--- config.mk ---
export PLATFORM = sky130hd
export DESIGN_NAME = hall_six_step_commutator
export DESIGN_NICKNAME = d
export VERILOG_FILES = /design/src/sv/hsc_pkg.sv /design/src/sv/hsc_ctrl.sv /design/src/sv/hall_six_step_commutator.sv
export SDC_FILE = /design/constraint.sdc
export NUM_CORES = 1
export LEC_CHECK = 0
export BUFFER_PORTS_ARGS = -buffer_cell sky130_fd_sc_hd__buf_2
export CAP_MARGIN = 20
export CORE_UTILIZATION = 45
export CTS_CLUSTER_SIZE = 10
export DETAILED_ROUTE_END_ITERATION = 12
export PLACE_DENSITY = 0.67
export SYNTH_ARGS = -nofsm -noshare
export SYNTH_HDL_FRONTEND = slang
export SYNTH_HIERARCHICAL = 1
export SYNTH_SLANG_ARGS = --single-unit
--- constraint.sdc ---
create_clock -name clock -period 10.85 [get_ports clock]
set_clock_uncertainty 0.1 [all_clocks]
set_input_delay 2.17 -clock clock [delete_from_list [all_inputs] [get_ports clock]]
set_output_delay 2.17 -clock clock [all_outputs]
set_load 0.03 [all_outputs]
--- src/sv/hsc_pkg.sv ---
// Shared types, codes and tables of the hall six-step commutator.
`timescale 1ns / 1ps

package hsc_pkg;

   // Item kinds carried in req_tuser
   localparam logic [1:0] MODE_TICK  = 2'd0;
   localparam logic [1:0] MODE_START = 2'd1;
   localparam logic [1:0] MODE_STOP  = 2'd2;
   localparam logic [1:0] MODE_ESTOP = 2'd3;

   // Gate driver codes
   localparam logic [1:0] DRV_OFF   = 2'd0;
   localparam logic [1:0] DRV_ON    = 2'd1;
   localparam logic [1:0] DRV_BRAKE = 2'd2;

   // Reported controller phase codes
   localparam logic [1:0] PHASE_STOP  = 2'd0;
   localparam logic [1:0] PHASE_ALIGN = 2'd1;
   localparam logic [1:0] PHASE_RUN   = 2'd2;
   localparam logic [1:0] PHASE_FAULT = 2'd3;

   // Configuration register indexes
   localparam int unsigned CSR_ADDR_BITS = 3;
   localparam int unsigned CSR_DATA_BITS = 16;
   localparam logic [CSR_ADDR_BITS-1:0] CSR_RUN_DUTY      = 3'd0;
   localparam logic [CSR_ADDR_BITS-1:0] CSR_PWM_PERIOD    = 3'd1;
   localparam logic [CSR_ADDR_BITS-1:0] CSR_ALIGN_DUTY    = 3'd2;
   localparam logic [CSR_ADDR_BITS-1:0] CSR_ALIGN_TIME    = 3'd3;
   localparam logic [CSR_ADDR_BITS-1:0] CSR_FALLBACK_DUTY = 3'd4;

   // Reset values
   localparam logic [7:0]  RST_RUN_DUTY      = 8'd0;
   localparam logic [15:0] RST_PWM_PERIOD    = 16'd999;
   localparam logic [7:0]  RST_ALIGN_DUTY    = 8'd80;
   localparam logic [15:0] RST_ALIGN_TIME    = 16'd100;
   localparam logic [7:0]  RST_FALLBACK_DUTY = 8'd50;
   localparam logic [7:0]  RST_LATCHED_DUTY  = 8'd50;

   // Low-side bit sets, bit 0 is phase U
   localparam logic [2:0] LOW_NONE  = 3'b000;
   localparam logic [2:0] LOW_ALIGN = 3'b110;

   // Commutation steps; STEP_NONE marks an invalid hall code
   localparam logic [2:0] STEP_NONE = 3'd6;
   localparam logic [2:0] STEP_OF_CODE [8] = '{3'd6, 3'd5, 3'd3, 3'd4,
                                              3'd1, 3'd0, 3'd2, 3'd6};

   // Phase indexes for compare registers
   localparam logic [1:0] IDX_U = 2'd0;
   localparam logic [1:0] IDX_V = 2'd1;
   localparam logic [1:0] IDX_W = 2'd2;

   typedef enum logic [3:0] {
      ST_STOP  = 4'b0001,
      ST_ALIGN = 4'b0010,
      ST_RUN   = 4'b0100,
      ST_FAULT = 4'b1000
   } ctrl_state_type;

   typedef enum logic [1:0] {
      UPD_KEEP  = 2'd0,
      UPD_ALIGN = 2'd1,
      UPD_STEP  = 2'd2
   } upd_type;

   // Per-item control info that travels down the compare pipeline
   typedef struct packed {
      logic [1:0] driver;
      logic [1:0] phase;
      logic [2:0] hall;
      logic [2:0] low;
      upd_type    upd;
      logic [1:0] sel;
   } tag_type;

   typedef struct packed {
      tag_type    tag;
      logic [7:0] duty;
   } decision_type;

   function automatic logic [1:0] step_index(input logic [2:0] step);
      logic [1:0] idx;
      case (step)
         3'd0, 3'd1: idx = IDX_U;
         3'd2, 3'd3: idx = IDX_W;
         default:    idx = IDX_V;
      endcase
      return idx;
   endfunction

   function automatic logic [2:0] step_low(input logic [2:0] step);
      logic [2:0] low;
      case (step)
         3'd1, 3'd2: low = 3'b010;
         3'd3, 3'd4: low = 3'b001;
         default:    low = 3'b100;
      endcase
      return low;
   endfunction

   function automatic logic [1:0] phase_code(input ctrl_state_type st);
      logic [1:0] code;
      case (st)
         ST_ALIGN: code = PHASE_ALIGN;
         ST_RUN:   code = PHASE_RUN;
         ST_FAULT: code = PHASE_FAULT;
         default:  code = PHASE_STOP;
      endcase
      return code;
   endfunction

endpackage

--- src/sv/hsc_ctrl.sv ---
// Controller state machine: command handling, alignment timing, step choice.
`timescale 1ns / 1ps

module hsc_ctrl (
   input  logic                 clock,
   input  logic                 reset,
   input  logic                 advance,
   input  logic [1:0]           mode,
   input  logic [2:0]           hall,
   input  logic [31:0]          now_ms,
   input  logic [7:0]           run_duty,
   input  logic [7:0]           align_duty,
   input  logic [15:0]          align_time,
   input  logic [7:0]           fallback_duty,
   output hsc_pkg::decision_type decision
);

   hsc_pkg::ctrl_state_type state_ff, state_in;
   logic [7:0]  duty_ff, duty_in;
   logic [31:0] begin_ff, begin_in;
   logic [2:0]  low_ff, low_in;
   logic [1:0]  driver_ff, driver_in;
   logic [31:0] elapsed;
   logic [2:0]  step;

   assign elapsed = now_ms - begin_ff;
   assign step    = hsc_pkg::STEP_OF_CODE[hall];

   always_comb begin
      state_in  = state_ff;
      duty_in   = duty_ff;
      begin_in  = begin_ff;
      low_in    = low_ff;
      driver_in = driver_ff;
      decision.tag.upd = hsc_pkg::UPD_KEEP;
      decision.tag.sel = hsc_pkg::IDX_U;
      decision.duty    = duty_ff;
      case (mode)
         hsc_pkg::MODE_START: begin
            if (state_ff == hsc_pkg::ST_STOP) begin
               driver_in = hsc_pkg::DRV_ON;
               state_in  = hsc_pkg::ST_ALIGN;
               duty_in   = (run_duty != 8'd0) ? run_duty : fallback_duty;
               begin_in  = now_ms;
            end
         end
         hsc_pkg::MODE_STOP: begin
            driver_in = hsc_pkg::DRV_OFF;
            state_in  = hsc_pkg::ST_STOP;
         end
         hsc_pkg::MODE_ESTOP: begin
            driver_in = hsc_pkg::DRV_BRAKE;
            state_in  = hsc_pkg::ST_FAULT;
         end
         default: begin
            if (state_ff == hsc_pkg::ST_ALIGN) begin
               if (elapsed < {16'd0, align_time}) begin
                  low_in = hsc_pkg::LOW_ALIGN;
                  decision.tag.upd = hsc_pkg::UPD_ALIGN;
                  decision.duty    = align_duty;
               end else begin
                  state_in = hsc_pkg::ST_RUN;
               end
            end else if (state_ff == hsc_pkg::ST_RUN && step != hsc_pkg::STEP_NONE) begin
               low_in = hsc_pkg::step_low(step);
               decision.tag.upd = hsc_pkg::UPD_STEP;
               decision.tag.sel = hsc_pkg::step_index(step);
            end
         end
      endcase
      decision.tag.driver = driver_in;
      decision.tag.phase  = hsc_pkg::phase_code(state_in);
      decision.tag.hall   = hall;
      decision.tag.low    = low_in;
   end

   always_ff @(posedge clock) begin
      if (reset) begin
         state_ff  <= hsc_pkg::ST_STOP;
         duty_ff   <= hsc_pkg::RST_LATCHED_DUTY;
         begin_ff  <= 32'd0;
         low_ff    <= hsc_pkg::LOW_NONE;
         driver_ff <= hsc_pkg::DRV_OFF;
      end else if (advance) begin
         state_ff  <= state_in;
         duty_ff   <= duty_in;
         begin_ff  <= begin_in;
         low_ff    <= low_in;
         driver_ff <= driver_in;
      end
   end

endmodule

--- src/sv/hall_six_step_commutator.sv ---
// Top level of the hall six-step commutator: input stage, compare pipeline, output register.
// Throughput: one item per cycle while rsp_tready does not stall the output; the five-stage
// pipeline (input register, control decision, duty*period multiply, divide-by-255 estimate,
// correction) holds one item per stage.
// Each stage loads when it is empty or its successor loads, so bubbles are filled under stall.
// Reset (synchronous, active high) empties the pipeline, restores the configuration
// defaults, puts the controller in stop with the driver off and clears compares and low sides.
`timescale 1ns / 1ps

module hall_six_step_commutator #(
   parameter int COMPARE_BITS = 16
) (
   input  logic                                clock,
   input  logic                                reset,
   // Command and hall item
   input  logic                                req_tvalid,
   output logic                                req_tready,
   input  logic [39:0]                         req_tdata,  // hall_u, hall_v, hall_w, now_ms[31:0]
   input  logic [1:0]                          req_tuser,  // mode
   // Result item
   output logic                                rsp_tvalid,
   input  logic                                rsp_tready,
   output logic [63:0]                         rsp_tdata,  // compare_u, compare_v, compare_w,
                                                           // low_u, low_v, low_w, driver_mode,
                                                           // motor_phase, hall_code
   // Configuration writes
   input  logic                                csr_we,
   input  logic [hsc_pkg::CSR_ADDR_BITS-1:0]   csr_addr,
   input  logic [hsc_pkg::CSR_DATA_BITS-1:0]   csr_wdata
);

   // Scaled compares are cut to COMPARE_BITS and then to the 16-bit field
   localparam logic [15:0] CMP_MASK = (COMPARE_BITS >= 16) ? 16'hFFFF :
                                      16'((32'd1 << COMPARE_BITS) - 32'd1);

   // Configuration registers
   logic [7:0]  run_duty_ff;
   logic [15:0] pwm_period_ff;
   logic [7:0]  align_duty_ff;
   logic [15:0] align_time_ff;
   logic [7:0]  fallback_duty_ff;

   always_ff @(posedge clock) begin
      if (reset) begin
         run_duty_ff      <= hsc_pkg::RST_RUN_DUTY;
         pwm_period_ff    <= hsc_pkg::RST_PWM_PERIOD;
         align_duty_ff    <= hsc_pkg::RST_ALIGN_DUTY;
         align_time_ff    <= hsc_pkg::RST_ALIGN_TIME;
         fallback_duty_ff <= hsc_pkg::RST_FALLBACK_DUTY;
      end else if (csr_we) begin
         case (csr_addr)
            hsc_pkg::CSR_RUN_DUTY:      run_duty_ff      <= csr_wdata[7:0];
            hsc_pkg::CSR_PWM_PERIOD:    pwm_period_ff    <= csr_wdata;
            hsc_pkg::CSR_ALIGN_DUTY:    align_duty_ff    <= csr_wdata[7:0];
            hsc_pkg::CSR_ALIGN_TIME:    align_time_ff    <= csr_wdata;
            hsc_pkg::CSR_FALLBACK_DUTY: fallback_duty_ff <= csr_wdata[7:0];
            default: ;  // drop writes to unknown indexes
         endcase
      end
   end

   // Stage valid flags and load enables. A stage loads when it is empty or
   // when the stage after it loads in the same cycle.
   logic v0_ff, v1_ff, v2_ff, v3_ff, v4_ff;
   logic ready0, ready1, ready2, ready3, ready4;

   assign ready4 = !v4_ff || rsp_tready;
   assign ready3 = !v3_ff || ready4;
   assign ready2 = !v2_ff || ready3;
   assign ready1 = !v1_ff || ready2;
   assign ready0 = !v0_ff || ready1;

   assign req_tready = ready0;
   assign rsp_tvalid = v4_ff;

   always_ff @(posedge clock) begin
      if (reset) begin
         v0_ff <= 1'b0;
         v1_ff <= 1'b0;
         v2_ff <= 1'b0;
         v3_ff <= 1'b0;
         v4_ff <= 1'b0;
      end else begin
         if (ready0) v0_ff <= req_tvalid;
         if (ready1) v1_ff <= v0_ff;
         if (ready2) v2_ff <= v1_ff;
         if (ready3) v3_ff <= v2_ff;
         if (ready4) v4_ff <= v3_ff;
      end
   end

   // Stage 0: input register; pack the hall pins as code = 2*u + v + 4*w
   logic [1:0]  s0_mode_ff;
   logic [2:0]  s0_hall_ff;
   logic [31:0] s0_now_ff;

   always_ff @(posedge clock) begin
      if (ready0) begin
         s0_mode_ff <= req_tuser;
         s0_hall_ff <= {req_tdata[2], req_tdata[0], req_tdata[1]};
         s0_now_ff  <= req_tdata[34:3];
      end
   end

   // Stage 0 -> 1: controller advances exactly once per item, in item order
   hsc_pkg::decision_type decision;

   hsc_ctrl u_ctrl (
      .clock         (clock),
      .reset         (reset),
      .advance       (ready1 && v0_ff),
      .mode          (s0_mode_ff),
      .hall          (s0_hall_ff),
      .now_ms        (s0_now_ff),
      .run_duty      (run_duty_ff),
      .align_duty    (align_duty_ff),
      .align_time    (align_time_ff),
      .fallback_duty (fallback_duty_ff),
      .decision      (decision)
   );

   // Stage 1: decision, duty and period snapshot
   hsc_pkg::tag_type s1_tag_ff;
   logic [7:0]       s1_duty_ff;
   logic [15:0]      s1_period_ff;

   always_ff @(posedge clock) begin
      if (ready1) begin
         s1_tag_ff    <= decision.tag;
         s1_duty_ff   <= decision.duty;
         s1_period_ff <= pwm_period_ff;
      end
   end

   // Stage 2: product duty * period, at most 24 bits
   hsc_pkg::tag_type s2_tag_ff;
   logic [23:0]      s2_prod_ff;

   always_ff @(posedge clock) begin
      if (ready2) begin
         s2_tag_ff  <= s1_tag_ff;
         s2_prod_ff <= 24'(s1_duty_ff) * 24'(s1_period_ff);
      end
   end

   // Stage 3: estimate x/255 as (x + x/256 + x/65536) / 256. The estimate never
   // exceeds the true quotient and falls short by at most one.
   hsc_pkg::tag_type s3_tag_ff;
   logic [23:0]      s3_x_ff;
   logic [15:0]      s3_q0_ff;
   logic [23:0]      est_sum;

   assign est_sum = s2_prod_ff + {8'd0, s2_prod_ff[23:8]} + {16'd0, s2_prod_ff[23:16]};

   always_ff @(posedge clock) begin
      if (ready3) begin
         s3_tag_ff <= s2_tag_ff;
         s3_x_ff   <= s2_prod_ff;
         s3_q0_ff  <= est_sum[23:8];
      end
   end

   // Stage 3 -> 4: remainder x - 255*q0 lies in [0, 510); bump the quotient when
   // it reaches 255.
   logic [23:0] remainder;
   logic [15:0] quotient;
   logic [15:0] scaled;

   assign remainder = s3_x_ff - {s3_q0_ff, 8'd0} + {8'd0, s3_q0_ff};
   assign quotient  = s3_q0_ff + {15'd0, (remainder >= 24'd255)};
   assign scaled    = quotient & CMP_MASK;

   // Stage 4: output register. Compares are held state here: an item that
   // touches no compare keeps the values left by the item before it.
   hsc_pkg::tag_type out_tag_ff;
   logic [15:0]      cmp_ff [3];

   always_ff @(posedge clock) begin
      if (ready4 && v3_ff) begin
         out_tag_ff <= s3_tag_ff;
      end
   end

   always_ff @(posedge clock) begin
      if (reset) begin
         cmp_ff[0] <= 16'd0;
         cmp_ff[1] <= 16'd0;
         cmp_ff[2] <= 16'd0;
      end else if (ready4 && v3_ff) begin
         case (s3_tag_ff.upd)
            hsc_pkg::UPD_ALIGN: begin
               cmp_ff[0] <= scaled;
               cmp_ff[1] <= 16'd0;
               cmp_ff[2] <= 16'd0;
            end
            hsc_pkg::UPD_STEP: begin
               cmp_ff[0] <= (s3_tag_ff.sel == hsc_pkg::IDX_U) ? scaled : 16'd0;
               cmp_ff[1] <= (s3_tag_ff.sel == hsc_pkg::IDX_V) ? scaled : 16'd0;
               cmp_ff[2] <= (s3_tag_ff.sel == hsc_pkg::IDX_W) ? scaled : 16'd0;
            end
            default: ;  // hold compares
         endcase
      end
   end

   assign rsp_tdata = {6'd0,
                       out_tag_ff.hall,
                       out_tag_ff.phase,
                       out_tag_ff.driver,
                       out_tag_ff.low,
                       cmp_ff[2],
                       cmp_ff[1],
                       cmp_ff[0]};

endmodule

# Word-level counts from Yosys, hierarchy flattened
# Memory sizes are Yosys's and may differ from the RTL's.
# Index checks and enable logic that the tools add are counted.
classes:
  addsub: 6
  n_mul: 1
  order_cmp: 3
  n_eq_ne: 22
  mux: 41
  bitwise: 8
  reduce_logical: 29
ops:
  columns: ["cell", "n"]
  rows:
  - ["16-bit two-way mux", 9]
  - ["24-bit by 16-bit adder with 24-bit output", 2]
  - ["32-bit by 16-bit < comparator with 1-bit output", 1]
  - ["8-bit two-way mux", 4]
  - ["32-bit subtractor", 1]
  - ["24-bit by 8-bit adder with 24-bit output", 1]
  - ["24-bit by 8-bit greater-or-equal comparator with 1-bit output (second input constant)", 1]
  - ["8-bit by 16-bit multiplier with 24-bit output", 1]
  - ["24-bit subtractor", 1]
  - ["3-bit two-way mux", 6]
  - ["16-bit by 1-bit adder with 16-bit output", 1]
  - ["4-bit two-way mux", 4]
  - ["3-bit by 2-bit equality test with 1-bit output (second input constant)", 4]
  - ["2-bit case mux with 3 select lines", 2]
  - ["4-bit case mux with 3 select lines", 1]
  - ["1-bit two-way mux", 11]
  - ["2-bit AND reduction", 5]
  - ["2-bit equality test (second input constant)", 4]
  - ["4-bit by 2-bit equality test with 1-bit output (second input constant)", 2]
  - ["4-bit by 3-bit equality test with 1-bit output (second input constant)", 2]
  - ["8-bit nonzero test", 1]
  - ["2-bit OR reduction", 4]
  - ["2-bit by 1-bit equality test with 1-bit output (second input constant)", 3]
  - ["3-bit by 1-bit equality test with 1-bit output (second input constant)", 2]
  - ["19 further kinds", 37]
totals:
  regBits: 287
  ramBits: 48
  mem_bits_ro: 24
  input_bits: 66
  elab_cells: 157
  n_memories: 2
mem_list:
  columns: ["memory", "depth", "word_bits", "read_ports", "rd_clocked_by_memory_dff", "write_ports", "line_no", "source"]
  rows:
  - ["cmp_ff", 3, 16, 3, 0, 3, "hall_six_step_commutator.sv:176", "logic [15:0] cmp_ff [3];"]
  - ["(name not given)", 8, 3, 1, 0, 0, "hsc_ctrl.sv:27", "assign step = hsc_pkg::STEP_OF_CODE[hall];"]

# Logic depth before layout (Yosys ltp)
logic_depth:
  word_depth: 10
  mapped_depth: 23
  mapped_depth_nobuf: 21

# Modules after synthesis
# The synthesis kept the hierarchy.
by_module_without_submodules:
  columns: ["module", "instances", "cells_each", "area_each_um2", "seq_area_each_um2"]
  rows:
  - ["hall_six_step_commutator", 1, 1448, 16196.8, 7977.7]
  - ["hsc_ctrl", 1, 689, 4913.5, 980.9]

# Worst setup path before layout
# OpenSTA, ideal clock, no wires.
synth_timing:
  path_kind: "input -> output"
  startpoint: "input port rsp_tready"
  endpoint: "output port req_tready"
  t_arrival_ps: 3583
  path_slack_ps: 4997
  stages: 4
  n_path_buf: 0
  cell_sequence: "nor2b_1 -> and3_1 -> and2_1 -> nand2_1"
synth_via:
  elab_chain_len: 5
synth_lines:
  columns: ["item", "line_no", "source"]
  rows:
  - ["start: declaration", "hall_six_step_commutator.sv:22", "input logic rsp_tready,"]
  - ["1-bit logical OR", "hall_six_step_commutator.sv:67", "assign ready4 = !v4_ff || rsp_tready;"]
  - ["1-bit logical OR", "hall_six_step_commutator.sv:68", "assign ready3 = !v3_ff || ready4;"]
  - ["1-bit logical OR", "hall_six_step_commutator.sv:69", "assign ready2 = !v2_ff || ready3;"]
  - ["1-bit logical OR", "hall_six_step_commutator.sv:70", "assign ready1 = !v1_ff || ready2;"]
  - ["1-bit logical OR", "hall_six_step_commutator.sv:71", "assign ready0 = !v0_ff || ready1;"]
  - ["end: declaration", "hall_six_step_commutator.sv:17", "output logic req_tready,"]
# No other way between the ends.

# Worst setup path after layout
# Same ends and word-level chain as after synthesis.

==> results.md <==
- Worst ir drop on vdd: 0.159 mV
- Worst skew pair latency: 0.54 ns
- Final period util: 0.541
- Final core utilization: 0.511
- DP Cell Count: around 2800
- Number of cells on the worst hold path: 0
- Cell area after layout: 0.0234 mm²
- WP data arrival: 3.60 ns
- Hpwl dp: 35300 µm
- Gp weighted congestion: 0.906
- Htree depth: 2
- Pleak: 0.00982 µW
- Starting Density: 0.460
- Post-Layout Cell Count: 2871
- Final nets: 2560
- GRT overflow: 0
- Ys flop type: edfxtp_1
- Post-synth ARST share: 0
- Cell area after synthesis: about 0.021 mm²
- Hold_ws: 0.316 ns
- Pin count of the biggest net entering global routing: 84
- Fill count: between 4000 and 5000
- CTS tree: built
- Part of the Yosys area used for sequential elements: 0.424
- Worst Path Required: 8.58 ns
- Worst R2R Path Depth: 21
- DIE WIDTH: 219 µm
- Layout cells sized above 1: 0.103
- Gr usage total: 0.192
- Drt total wl: approximately 46000 µm
- Vias/cell: around 5.3
- Post-Route Setup TNS: 0 ns
- #FFs+latches synth: 335
- Initial antenna violation count: 2
- Max_cap viols: 0
- Hold buffers post-CTS: 0
- Core area: 0.0459 mm²
- Yosys warning count: 6
- Placed instance area: 0.0222 mm²
- Antenna-violating nets left: 0
- Initial DRC count: 899
- Number of CTS-inserted buffers: 40
- Minimum clock period: 5.87 ns
- PD cells: 205 mW/mm²
- Netlist cell types: 94
- Max Buffers Root-to-Sink: 3
- Synthesis-to-finish area growth: 11.0%
- Die Span Y: 219 µm
- Ports: roughly 130
- CTS clock-pin slew for the worst setup and hold paths: 0.05 ns
- R2r setup slk: approximately 5.1 ns
- Critical Path Fanout Max: 38
- Worst Setup SP: rsp_tready
- RSZ-0062 raised after global routing: false
- Via count: 15300
- CTS root buf: clkbuf_16
- Die ar.: about 0.048 mm²
- Hold WC Path Type: reg2reg
- Worst Hold End: s2_tag_ff[0]
- Fin. max-slew vios: 0
- Crit Path Category: in2out
- Worst setup SP type: primary input
- Site row count: approximately 80
- DRC viols: 0
- Number of synthesized flops with an enable pin: 225
- CTS resizes: 0
- Clk sink count: 335
- Setup violations, final: 0
- RR Endpoint: s1_duty_ff[4]
- Min-delay src: s1_tag_ff[0]
- Fmax: ~170 MHz
- First-pass GRT wire length: 74900 µm
- Worst-margin pin slew: 1.01 ns
- Critical Path Sink Type: output port
- DR WL/cell: 15.9 µm
- Pre-antenna DRT Iters: 6
- Vias in the first global route: ~15000
- N_diodes: 0
- Final Hold Fails: 0
- Reg2reg start: s0_now_ff[0]
- Mean Syn Cell Area: 9.88 µm²
- Mapped Cells: 2137
- Postcts setup bufs: 0
- Status: finished, final reports clean
- Slew HR: 0.321
- Number of I/O port buffers: 120
[cell families (layout without fill, tap and decap cells)]
logic type / Yosys count / count (layout) / share of synthesized area
adder cells (fa/ha/maj): 254 / 254 / 0.186
XOR/XNOR: 76 / 76 / 0.0315
AO/OA/AOI/OAI: 378 / 378 / 0.119
buffers and inverters: 300 / 429 / 0.0576
multiplexers: 18 / 18 / 0.00996
other: 1 / 6 / 0.000178
AND/OR/NAND/NOR: 775 / 775 / 0.172
flip-flops: 335 / 335 / 0.424
[worst max-delay path: stages]
cell and delay (ns):
buf_2 0.10, nor2b_1 0.07, and3_1 0.21, and2_1 0.20, nand2_2 0.08, buf_4 0.43, buf_2 0.30
[per-layer routing]
layer	global-route usage	routed length, µm
met5	0	28
met3	0.0256	1970
met2	0.335	22100
met1	0.248	20600
met4	0.0555	1000
[cell usage after synthesis, types with 4 or more instances]
library cell    n  share of area
o21ai_1         6         0.0014
and2_1         69          0.020
nand3b_1       24         0.0085
o22ai_1         4         0.0012
buf_4           9         0.0032
mux2_4          5         0.0036
o31ai_1         5         0.0018
edfxtp_1      225           0.32
nor2_1        179          0.032
clkbuf_1       54         0.0096
o21ai_2         4         0.0017
buf_6           7         0.0037
or2_2           5         0.0015
nand2_1       320          0.057
xor2_1         21         0.0087
a21oi_1       163          0.039
a211o_1         5         0.0021
a31oi_1         8         0.0024
o21ai_0        45          0.011
nand4_1        18         0.0053
or3_1          10         0.0030
o21a_1         13         0.0046
inv_1         225          0.040
xnor2_1        55          0.023
a21o_1         23         0.0082
a21oi_2         7         0.0029
mux2i_1         9         0.0043
ha_1          154          0.091
mux2_2          4         0.0021
fa_1          100          0.095
a211oi_1       18         0.0064
nand2b_1       11         0.0033
nor3_1         46          0.011
dfxtp_1       110           0.10
nand3_1        30         0.0071
nor4_1         11         0.0033
and3_1         14         0.0041
o211ai_1       15         0.0053
nor2b_1        10         0.0030
o21bai_1        9         0.0032
[cell usage in the layout (no fill, tap or decap), types with 13 or more instances in the layout]
| master | netlist | final |
|---|---|---|
| nand2_1 | 320 | 319 |
| xor2_1 | 21 | 21 |
| inv_1 | 225 | 224 |
| edfxtp_1 | 225 | 225 |
| a21o_1 | 23 | 23 |
| buf_2 | 3 | 120 |
| and2_1 | 69 | 69 |
| fa_1 | 100 | 100 |
| and3_1 | 14 | 14 |
| dfxtp_1 | 110 | 110 |
| o211ai_1 | 15 | 15 |
| o21ai_0 | 45 | 45 |
| a211oi_1 | 18 | 18 |
| a21oi_1 | 163 | 163 |
| xnor2_1 | 55 | 55 |
| nor2_1 | 179 | 178 |
| nand4_1 | 18 | 18 |
| nor3_1 | 46 | 46 |
| nand3_1 | 30 | 30 |
| o21a_1 | 13 | 13 |
| ha_1 | 154 | 154 |
| clkbuf_1 | 54 | 26 |
| clkbuf_16 | 0 | 41 |
| nand3b_1 | 24 | 24 |
[where the power goes]
| part | switching, µW | internal [µW] | total (µW) |
|---|---|---|---|
| clock network | 497 | 709 | 1210 |
| logic | 1180 | 793 | 1970 |
| registers | 109 | 1510 | 1620 |
[state kept, by name, indices dropped and copies added, names as in the netlist, 10 cells and up]
| signal | flops |
|---|---|
| s2_prod_ff | 24 |
| u_ctrl/begin_ff | 32 |
| s3_tag_ff | 14 |
| cmp_ff | 48 |
| rsp_tdata | 10 |
| s3_q0_ff | 16 |
| s3_x_ff | 24 |
| s0_now_ff | 32 |
| s1_tag_ff | 14 |
| align_time_ff | 16 |
| s1_period_ff | 16 |
| s2_tag_ff | 14 |
| pwm_period_ff | 16 |
[through the flow]
| stage | total power (µW) | setup slack, ns |
|---|---|---|
| after CTS | 4820 | 4.95 |
| after global routing | 5120 | 4.82 |
| final | 4800 | 4.98 |
| after detailed placement | 3590 | 4.96 |
| after floorplan | 3150 | 5.00 |
| after global placement | 3570 | 4.98 |
[area by class of cell]
type | count | area, µm² | area share
Clock buffer | 67 | 1120 | 0.0480
Sequential cell | 335 | 8960 | 0.382
Multi-Input combinational cell | 1507 | 11000 | 0.468
Tap cell | 600 | 751 | 0.0320
Timing Repair Buffer | 129 | 701 | 0.0299
Clock inverter | 6 | 68.8 | 0.00294
Inverter | 227 | 852 | 0.0364
[worst max-delay path by stage]
| stage | slack (ns) | to | cells after the start |
|---|---|---|---|
| floorplan | 5.00 | req_tready | 4 |
| global placement | 4.98 | req_tready | 7 |
| detailed placement | 4.96 | req_tready | 7 |
| CTS | 4.95 | req_tready | 7 |
| global route | 4.82 | req_tready | 7 |
| finish | 4.98 | req_tready | 7 |
Power figures use the tool's default switching activity.
